$ cat config.mk
export PLATFORM = sky130hd
export DESIGN_NAME = hsv_to_rgb_converter_unit
export DESIGN_NICKNAME = d
export VERILOG_FILES = /design/src/hsvrgb_pkg.sv /design/src/hsvrgb_sector.sv /design/src/hsvrgb_scale.sv /design/src/hsvrgb_route.sv /design/src/hsv_to_rgb_converter_unit.sv
export SDC_FILE = /design/constraint.sdc
export NUM_CORES = 1
export LEC_CHECK = 0
export ABC_AREA = 1
export BUFFER_PORTS_ARGS = -buffer_cell sky130_fd_sc_hd__buf_2
export CAP_MARGIN = 20
export CORE_MARGIN = 3
export CORE_UTILIZATION = 47
export DETAILED_ROUTE_END_ITERATION = 7
export HOLD_SLACK_MARGIN = 0.06
export PLACE_DENSITY_LB_ADDON = 0.12
export SYNTH_ARGS = -nofsm -noshare
export SYNTH_HDL_FRONTEND = slang
export SYNTH_SLANG_ARGS = --single-unit
$ cat constraint.sdc
create_clock -name clock -period 9.34 [get_ports clock]
set_input_delay 0.934 -clock clock [delete_from_list [all_inputs] [get_ports clock]]
set_output_delay 0.934 -clock clock [all_outputs]
set_load 0.01 [all_outputs]
$ cat src/hsvrgb_pkg.sv
// ----------------------------------------------------------------------------
// hsvrgb_pkg
// shared constants and types for the hsv to rgb converter
// ----------------------------------------------------------------------------
`default_nettype none

package hsvrgb_pkg;

   // default widths
   localparam int CHANNEL_BITS_DEF = 8;
   localparam int HUE_BITS_DEF     = 16;

   // register stages from accepted beat to result strobe
   localparam int PIPE_LATENCY = 5;

   // hue sector, named by the colour span it covers
   typedef enum logic [2:0] {
      SECTOR_RED_TO_YELLOW   = 3'd0,
      SECTOR_YELLOW_TO_GREEN = 3'd1,
      SECTOR_GREEN_TO_CYAN   = 3'd2,
      SECTOR_CYAN_TO_BLUE    = 3'd3,
      SECTOR_BLUE_TO_MAGENTA = 3'd4,
      SECTOR_MAGENTA_TO_RED  = 3'd5
   } sector_type;

endpackage

`default_nettype wire

$ cat src/hsvrgb_sector.sv
// ----------------------------------------------------------------------------
// hsvrgb_sector
// stage 1: hue times six, split into sector and fraction
// ----------------------------------------------------------------------------
`default_nettype none

module hsvrgb_sector
   import hsvrgb_pkg::*;
#(
   parameter int CHANNEL_BITS = CHANNEL_BITS_DEF,
   parameter int HUE_BITS     = HUE_BITS_DEF
) (
   input  wire logic                    clock,
   input  wire logic                    reset,
   input  wire logic                    in_valid,
   input  wire logic [HUE_BITS-1:0]     in_hue,
   input  wire logic [CHANNEL_BITS-1:0] in_sat,
   input  wire logic [CHANNEL_BITS-1:0] in_val,
   output sector_type                   sector_ff,
   output logic                         valid_ff,
   output logic [HUE_BITS-1:0]          frac_ff,
   output logic [CHANNEL_BITS-1:0]      sat_ff,
   output logic [CHANNEL_BITS-1:0]      val_ff
);

   logic [HUE_BITS+2:0] scaled_in;

   // hue * 6 as hue * 4 + hue * 2
   assign scaled_in = {1'b0, in_hue, 2'b00} + {2'b00, in_hue, 1'b0};

   always_ff @(posedge clock) begin
      if (reset) begin
         valid_ff <= 1'b0;
      end else begin
         valid_ff <= in_valid;
      end
   end

   always_ff @(posedge clock) begin
      sector_ff <= sector_type'(scaled_in[HUE_BITS+2:HUE_BITS]);
      frac_ff   <= scaled_in[HUE_BITS-1:0];
      sat_ff    <= in_sat;
      val_ff    <= in_val;
   end

endmodule

`default_nettype wire

$ cat src/hsvrgb_scale.sv
// ----------------------------------------------------------------------------
// hsvrgb_scale
// stages 2 to 4: products for p, q and t ahead of the divide by full scale
// ----------------------------------------------------------------------------
`default_nettype none

module hsvrgb_scale
   import hsvrgb_pkg::*;
#(
   parameter int CHANNEL_BITS = CHANNEL_BITS_DEF,
   parameter int HUE_BITS     = HUE_BITS_DEF
) (
   input  wire logic                      clock,
   input  wire logic                      reset,
   input  wire logic                      in_valid,
   input  wire sector_type                in_sector,
   input  wire logic [HUE_BITS-1:0]       in_frac,
   input  wire logic [CHANNEL_BITS-1:0]   in_sat,
   input  wire logic [CHANNEL_BITS-1:0]   in_val,
   output logic                           valid_ff,
   output sector_type                     sector_ff,
   output logic [CHANNEL_BITS-1:0]        val_ff,
   output logic [2*CHANNEL_BITS-1:0]      xp_ff,
   output logic [2*CHANNEL_BITS-1:0]      xq_ff,
   output logic [2*CHANNEL_BITS-1:0]      xt_ff
);

   localparam int C  = CHANNEL_BITS;
   localparam int H  = HUE_BITS;
   localparam int KW = C + H;
   localparam logic [C-1:0]  CH_MAX   = {C{1'b1}};
   localparam logic [KW-1:0] FULL_MAX = {CH_MAX, {H{1'b0}}};

   // stage 2: f * s and v * (1 - s)
   logic                valid2_ff;
   sector_type          sector2_ff;
   logic [C-1:0]        sat2_ff;
   logic [C-1:0]        val2_ff;
   logic [KW-1:0]       fs2_ff;
   logic [2*C-1:0]      xp2_ff;
   logic [KW-1:0]       fs2_in;
   logic [2*C-1:0]      xp2_in;

   // stage 3: full scale minus f*s and minus (1-f)*s
   logic                valid3_ff;
   sector_type          sector3_ff;
   logic [C-1:0]        val3_ff;
   logic [2*C-1:0]      xp3_ff;
   logic [KW-1:0]       kq3_ff;
   logic [KW-1:0]       kt3_ff;
   logic [KW-1:0]       kq3_in;
   logic [KW-1:0]       kt3_in;

   // stage 4 products, full width
   logic [2*C+H-1:0]    pq4_in;
   logic [2*C+H-1:0]    pt4_in;

   assign fs2_in = KW'(in_frac) * KW'(in_sat);
   assign xp2_in = (2*C)'(in_val) * (2*C)'(CH_MAX - in_sat);

   assign kq3_in = FULL_MAX - fs2_ff;
   assign kt3_in = {CH_MAX - sat2_ff, {H{1'b0}}} + fs2_ff;

   assign pq4_in = (2*C+H)'(val3_ff) * (2*C+H)'(kq3_ff);
   assign pt4_in = (2*C+H)'(val3_ff) * (2*C+H)'(kt3_ff);

   always_ff @(posedge clock) begin
      if (reset) begin
         valid2_ff <= 1'b0;
         valid3_ff <= 1'b0;
         valid_ff  <= 1'b0;
      end else begin
         valid2_ff <= in_valid;
         valid3_ff <= valid2_ff;
         valid_ff  <= valid3_ff;
      end
   end

   always_ff @(posedge clock) begin
      sector2_ff <= in_sector;
      sat2_ff    <= in_sat;
      val2_ff    <= in_val;
      fs2_ff     <= fs2_in;
      xp2_ff     <= xp2_in;

      sector3_ff <= sector2_ff;
      val3_ff    <= val2_ff;
      xp3_ff     <= xp2_ff;
      kq3_ff     <= kq3_in;
      kt3_ff     <= kt3_in;

      // dropping the low hue bits keeps the floor exact
      sector_ff  <= sector3_ff;
      val_ff     <= val3_ff;
      xp_ff      <= xp3_ff;
      xq_ff      <= pq4_in[2*C+H-1:H];
      xt_ff      <= pt4_in[2*C+H-1:H];
   end

endmodule

`default_nettype wire

$ cat src/hsvrgb_route.sv
// ----------------------------------------------------------------------------
// hsvrgb_route
// stage 5: divide by full scale and route v, p, q, t by sector
// ----------------------------------------------------------------------------
`default_nettype none

module hsvrgb_route
   import hsvrgb_pkg::*;
#(
   parameter int CHANNEL_BITS = CHANNEL_BITS_DEF
) (
   input  wire logic                      clock,
   input  wire logic                      reset,
   input  wire logic                      in_valid,
   input  wire sector_type                in_sector,
   input  wire logic [CHANNEL_BITS-1:0]   in_val,
   input  wire logic [2*CHANNEL_BITS-1:0] in_xp,
   input  wire logic [2*CHANNEL_BITS-1:0] in_xq,
   input  wire logic [2*CHANNEL_BITS-1:0] in_xt,
   output logic                           valid_ff,
   output logic [CHANNEL_BITS-1:0]        red_ff,
   output logic [CHANNEL_BITS-1:0]        green_ff,
   output logic [CHANNEL_BITS-1:0]        blue_ff
);

   localparam int C = CHANNEL_BITS;

   // floor(x / (2^C - 1)) for x up to (2^C - 1)^2
   function automatic logic [C-1:0] div_max(input logic [2*C-1:0] x);
      logic [2*C:0] y;
      y = {1'b0, x} + {{(C+1){1'b0}}, x[2*C-1:C]} + {{(2*C){1'b0}}, 1'b1};
      return y[2*C-1:C];
   endfunction

   logic [C-1:0] p_in;
   logic [C-1:0] q_in;
   logic [C-1:0] t_in;
   logic [C-1:0] red_in;
   logic [C-1:0] green_in;
   logic [C-1:0] blue_in;

   assign p_in = div_max(in_xp);
   assign q_in = div_max(in_xq);
   assign t_in = div_max(in_xt);

   always_comb begin
      case (in_sector)
         SECTOR_RED_TO_YELLOW: begin
            red_in = in_val; green_in = t_in;   blue_in = p_in;
         end
         SECTOR_YELLOW_TO_GREEN: begin
            red_in = q_in;   green_in = in_val; blue_in = p_in;
         end
         SECTOR_GREEN_TO_CYAN: begin
            red_in = p_in;   green_in = in_val; blue_in = t_in;
         end
         SECTOR_CYAN_TO_BLUE: begin
            red_in = p_in;   green_in = q_in;   blue_in = in_val;
         end
         SECTOR_BLUE_TO_MAGENTA: begin
            red_in = t_in;   green_in = p_in;   blue_in = in_val;
         end
         default: begin
            red_in = in_val; green_in = p_in;   blue_in = q_in;
         end
      endcase
   end

   always_ff @(posedge clock) begin
      if (reset) begin
         valid_ff <= 1'b0;
      end else begin
         valid_ff <= in_valid;
      end
   end

   always_ff @(posedge clock) begin
      red_ff   <= red_in;
      green_ff <= green_in;
      blue_ff  <= blue_in;
   end

   // p, q and t never exceed the brightness
   a_below_value: assert property (@(posedge clock) disable iff (reset)
      in_valid |-> (p_in <= in_val) && (q_in <= in_val) && (t_in <= in_val))
      else $error("p, q or t above brightness");

endmodule

`default_nettype wire

$ cat src/hsv_to_rgb_converter_unit.sv
// ----------------------------------------------------------------------------
// hsv_to_rgb_converter_unit
// hue, saturation and brightness in, red, green and blue out, fully pipelined
// ----------------------------------------------------------------------------
//  channel  ports                                      handshake
//  request  req_hue, req_saturation, req_brightness    start high, busy low
//  result   rsp_red, rsp_green, rsp_blue               rsp_valid strobe
//
//  one beat can be accepted every cycle; busy is always low
//  each result leaves on the rsp_valid strobe, after its beat has passed
//  the five register stages: sector split, f*s and v*(1-s) multipliers,
//  subtract, v*k multipliers, divide and route
//  the receiver cannot hold results off, so the pipeline never stalls
//  synchronous reset clears only the stage valid bits
// ----------------------------------------------------------------------------
`default_nettype none

module hsv_to_rgb_converter_unit
   import hsvrgb_pkg::*;
#(
   parameter int CHANNEL_BITS = CHANNEL_BITS_DEF,
   parameter int HUE_BITS     = HUE_BITS_DEF
) (
   input  wire logic                    clock,
   input  wire logic                    reset,
   // request channel
   input  wire logic                    start,
   output logic                         busy,
   input  wire logic [HUE_BITS-1:0]     req_hue,
   input  wire logic [CHANNEL_BITS-1:0] req_saturation,
   input  wire logic [CHANNEL_BITS-1:0] req_brightness,
   // result channel
   output logic                         rsp_valid,
   output logic [CHANNEL_BITS-1:0]      rsp_red,
   output logic [CHANNEL_BITS-1:0]      rsp_green,
   output logic [CHANNEL_BITS-1:0]      rsp_blue
);

   localparam int C = CHANNEL_BITS;
   localparam int H = HUE_BITS;

   logic req_accept;

   // stage 1 outputs
   logic          s1_valid;
   sector_type    s1_sector;
   logic [H-1:0]  s1_frac;
   logic [C-1:0]  s1_sat;
   logic [C-1:0]  s1_val;

   // stage 4 outputs
   logic          s4_valid;
   sector_type    s4_sector;
   logic [C-1:0]  s4_val;
   logic [2*C-1:0] s4_xp;
   logic [2*C-1:0] s4_xq;
   logic [2*C-1:0] s4_xt;

   // no back pressure anywhere in the pipe
   assign busy       = 1'b0;
   assign req_accept = start && !busy;

   // hue * 6, sector and fraction
   hsvrgb_sector #(
      .CHANNEL_BITS (C),
      .HUE_BITS     (H)
   ) u_sector (
      .clock     (clock),
      .reset     (reset),
      .in_valid  (req_accept),
      .in_hue    (req_hue),
      .in_sat    (req_saturation),
      .in_val    (req_brightness),
      .sector_ff (s1_sector),
      .valid_ff  (s1_valid),
      .frac_ff   (s1_frac),
      .sat_ff    (s1_sat),
      .val_ff    (s1_val)
   );

   // multiplier stages for p, q and t
   hsvrgb_scale #(
      .CHANNEL_BITS (C),
      .HUE_BITS     (H)
   ) u_scale (
      .clock     (clock),
      .reset     (reset),
      .in_valid  (s1_valid),
      .in_sector (s1_sector),
      .in_frac   (s1_frac),
      .in_sat    (s1_sat),
      .in_val    (s1_val),
      .valid_ff  (s4_valid),
      .sector_ff (s4_sector),
      .val_ff    (s4_val),
      .xp_ff     (s4_xp),
      .xq_ff     (s4_xq),
      .xt_ff     (s4_xt)
   );

   // divide by full scale and route to the output registers
   hsvrgb_route #(
      .CHANNEL_BITS (C)
   ) u_route (
      .clock     (clock),
      .reset     (reset),
      .in_valid  (s4_valid),
      .in_sector (s4_sector),
      .in_val    (s4_val),
      .in_xp     (s4_xp),
      .in_xq     (s4_xq),
      .in_xt     (s4_xt),
      .valid_ff  (rsp_valid),
      .red_ff    (rsp_red),
      .green_ff  (rsp_green),
      .blue_ff   (rsp_blue)
   );

   // every accepted beat gives a result once it has passed every stage
   a_beat_out: assert property (@(posedge clock) disable iff (reset)
      req_accept |-> ##PIPE_LATENCY rsp_valid)
      else $error("accepted beat produced no result");

   // no result without a matching beat accepted at the pipe input
   a_no_spurious: assert property (@(posedge clock) disable iff (reset)
      rsp_valid |-> $past(req_accept, PIPE_LATENCY))
      else $error("result without an accepted beat");

   // zero saturation gives grey
   a_grey: assert property (@(posedge clock) disable iff (reset)
      rsp_valid && $past(req_saturation == '0, PIPE_LATENCY)
      |-> (rsp_red == rsp_green) && (rsp_green == rsp_blue))
      else $error("zero saturation did not give grey");

endmodule

`default_nettype wire

==> results.yml <==
run_status:
  outcome: "finished, final reports clean"
critical_path:
  startpoint_type: "flop"
  worstPathMaxFanout: 46
  end_kind: "flop"
  r2r_slack_ns: 4.46
  max_stage_delay_ns: 1.02
  crit_chain: "nand2_1, inv_1, fa_1, fa_1, fa_1, inv_1, fa_1, inv_1, ha_1, a21oi_1, a21boi_0, nand2_1, o21ai_0, nand2_1, nand2_1, nand2_1"
  critPathTopFamily: "adder cells"
  worst-path-buf-inv: 3
  cp.arrival_ns: 5.34
  slowest_stage: "dfxtp_2"
  path_class: "flop to flop"
  crit_path_frequent_cell: "nand2_1"
  worstPathRequired_ns: 9.80
yosys:
  ys_warn_count: 0
  synth_area_um2: 27300
  synthCells: 3707
  syn-num-nets: 4329
  postSynthRegisterBits: 252
  synth_area_per_cell_um2: 7.37
  yosysUniqueCellTypes: 47
  ys_seq_area_frac: 0.185
cts:
  clkTransAtPathRegs_ns: 0.07
  htreeDepth: 1
  postCtsSetupRepairBufs: 0
  clock_latency_ns: 0.57
  root_buffer: "clkbuf_16"
  cts_tree: "done"
  cts_hold_buf: 0
  cts_resized: 0
  clk_path_buf_depth: 3
  cts_buffers: 28
  cts_sinks: 252
route:
  dr.first_iter.drc_count: 1264
  vias: 21700
  dr_wl_met3_um: 3790
  wl_met1_um: 30900
  drcViolationCount: 0
  wl_met2_um: 32600
  dr.pass1.iters: 5
  via_per_inst: 4.87
  postRouteAntennaNets: 0
  finalWirelength_um: 68600
  top_layer: "met4"
  wl_per_cell_um: 15.4
finish:
  nets: 4311
  mostFrequentLayoutCells: "1025 x nand2_1, 922 x inv_1, 366 x fa_1"
  layout_commonest_cell: "nand2_1"
  diodes: 0
  syn2layout_area_growth_pct: 6.64
  drive_gt1_frac: 0.0407
sta:
  setup_viol_count_final: 0
  timing.final.crit_share: 0.522
  period_minus_slack_ns: 4.88
  slew-limit-headroom: 0.261
  setup-tns-final_ns: 0
  hold_viol_final: 0
  skew_ns: 0.0144
  grt_setup_unrepaired: "no"
  holdWs_ns: 0.318
  maxSlewViolCount: 0
  tightest_slew_ns: 1.11
  fmax_mhz: 205
floorplanning:
  rows: 87
  die_h_um: 247
  start_util: 0.480
  ios: 61
  die_x_um: 247
  core_area_um2: 56900
  die_area_um2: 61000
place:
  globalplace.congestion: 0.903
  io_buffers: 59
  dp_hpwl_um: 55900
grt:
  grt_pass1_wl_um: 114000
  grt_max_degree: 47
  antenna_found_initial: 0
  grt.overflow.total: 0
  grt_pass1_vias: 22300
  grtUsageTotal: 0.233
hold_path:
  hp-class: "flop to flop"
run:
  drv_cap: 0
==> synth_stat cells (all sizes together) <==
master  instances  share of area
fa            366           0.27
ha            221           0.10
and2            3        0.00069
nand3         168          0.031
and3            2        0.00046
o22ai           1        0.00046
dfxtp         252           0.18
clkbuf         94          0.015
nor3           29         0.0066
xnor2          19         0.0061
a211oi          1        0.00028
a31oi           4        0.00092
xor2           51          0.016
conb            1        0.00014
buf            23         0.0038
o21bai          9         0.0025
nand3b         22         0.0060
o21ai          71          0.013
a21oi         132          0.024
a21o            9         0.0025
inv           924           0.13
nor2          202          0.028
nand2b          1        0.00023
o21a            3        0.00082
or2             5         0.0011
clkinv          1        0.00014
nand4          42         0.0099
nand2        1029           0.14
a21boi          8         0.0022
nor4            9         0.0026
o211ai          5         0.0014
==> area by class of cell <==
| cell class | count | area (um2) |
|---|---|---|
| tap | 756 | 946 |
| fill | 5662 | 27800 |
| sequential | 252 | 5050 |
| multi-input combinational | 2413 | 18300 |
| clock inverter | 18 | 239 |
| inverter | 925 | 3470 |
| timing repair buffer | 69 | 370 |
| clock buffer | 33 | 749 |
==> kinds of logic after synthesis <==
| logic type | after synthesis | synth area share |
|---|---|---|
| adder cells (fa/ha/maj) | 587 | 0.370 |
| XOR/XNOR | 70 | 0.0225 |
| AO/OA/AOI/OAI | 243 | 0.0486 |
| buffers and inverters | 1042 | 0.145 |
| flip-flops | 252 | 0.185 |
| other | 1 | 0.000137 |
| AND/OR/NAND/NOR | 1512 | 0.229 |
==> sequential cells by signal, indices dropped and copies added (netlist names), 3 cells and up <==
signal              flops
u_scale.val2_ff         8
u_scale.sat2_ff         8
u_scale.kq3_ff         23
u_route.blue_ff         8
u_sector.sector_ff      3
u_scale.xt_ff          16
u_sector.sat_ff         8
u_scale.sector2_ff      3
u_scale.xp3_ff         16
u_route.red_ff          8
u_scale.val3_ff         8
u_scale.xp2_ff         16
u_scale.kt3_ff         22
u_scale.val_ff          8
u_sector.val_ff         8
u_route.green_ff        8
u_scale.sector3_ff      3
u_sector.frac_ff       15
u_scale.fs2_ff         23
u_scale.xq_ff          16
u_scale.sector_ff       3
u_scale.xp_ff          16
==> final timing paths <==
path | startpoint | endpoint | cells after the start
worst max-delay path | u_scale.val3_ff[3] | u_scale.xt_ff[13] | 16
worst max register to register | u_scale.val3_ff[3] | u_scale.xt_ff[13] | 16
worst min register to register | u_scale.xp3_ff[14] | u_scale.xp_ff[14] | 0
worst min-delay path | u_scale.xp3_ff[14] | u_scale.xp_ff[14] | 0
==> per-stage QoR <==
stage                     instance area (um2)  setup WS [ns]   util  std cells
after detailed placement                28100           4.49  0.494       4415
after global placement                  28100           4.53  0.494       4415
final                                   29100           4.46  0.511       4466
after global routing                    29100           4.07  0.511       4466
after floorplan                         27300           5.06      -       3707
after CTS                               29100           4.46  0.511       4466
==> metal layers <==
metal  global-route usage  vias up
met2                0.402      493
met3               0.0340       85
met1                0.313    10200
met4               0.0466        0
met5                    0        -
li1                     -    10900
Power is not shown: default switching activity piles up to over one toggle a cycle in this logic, so the estimate is an artifact.
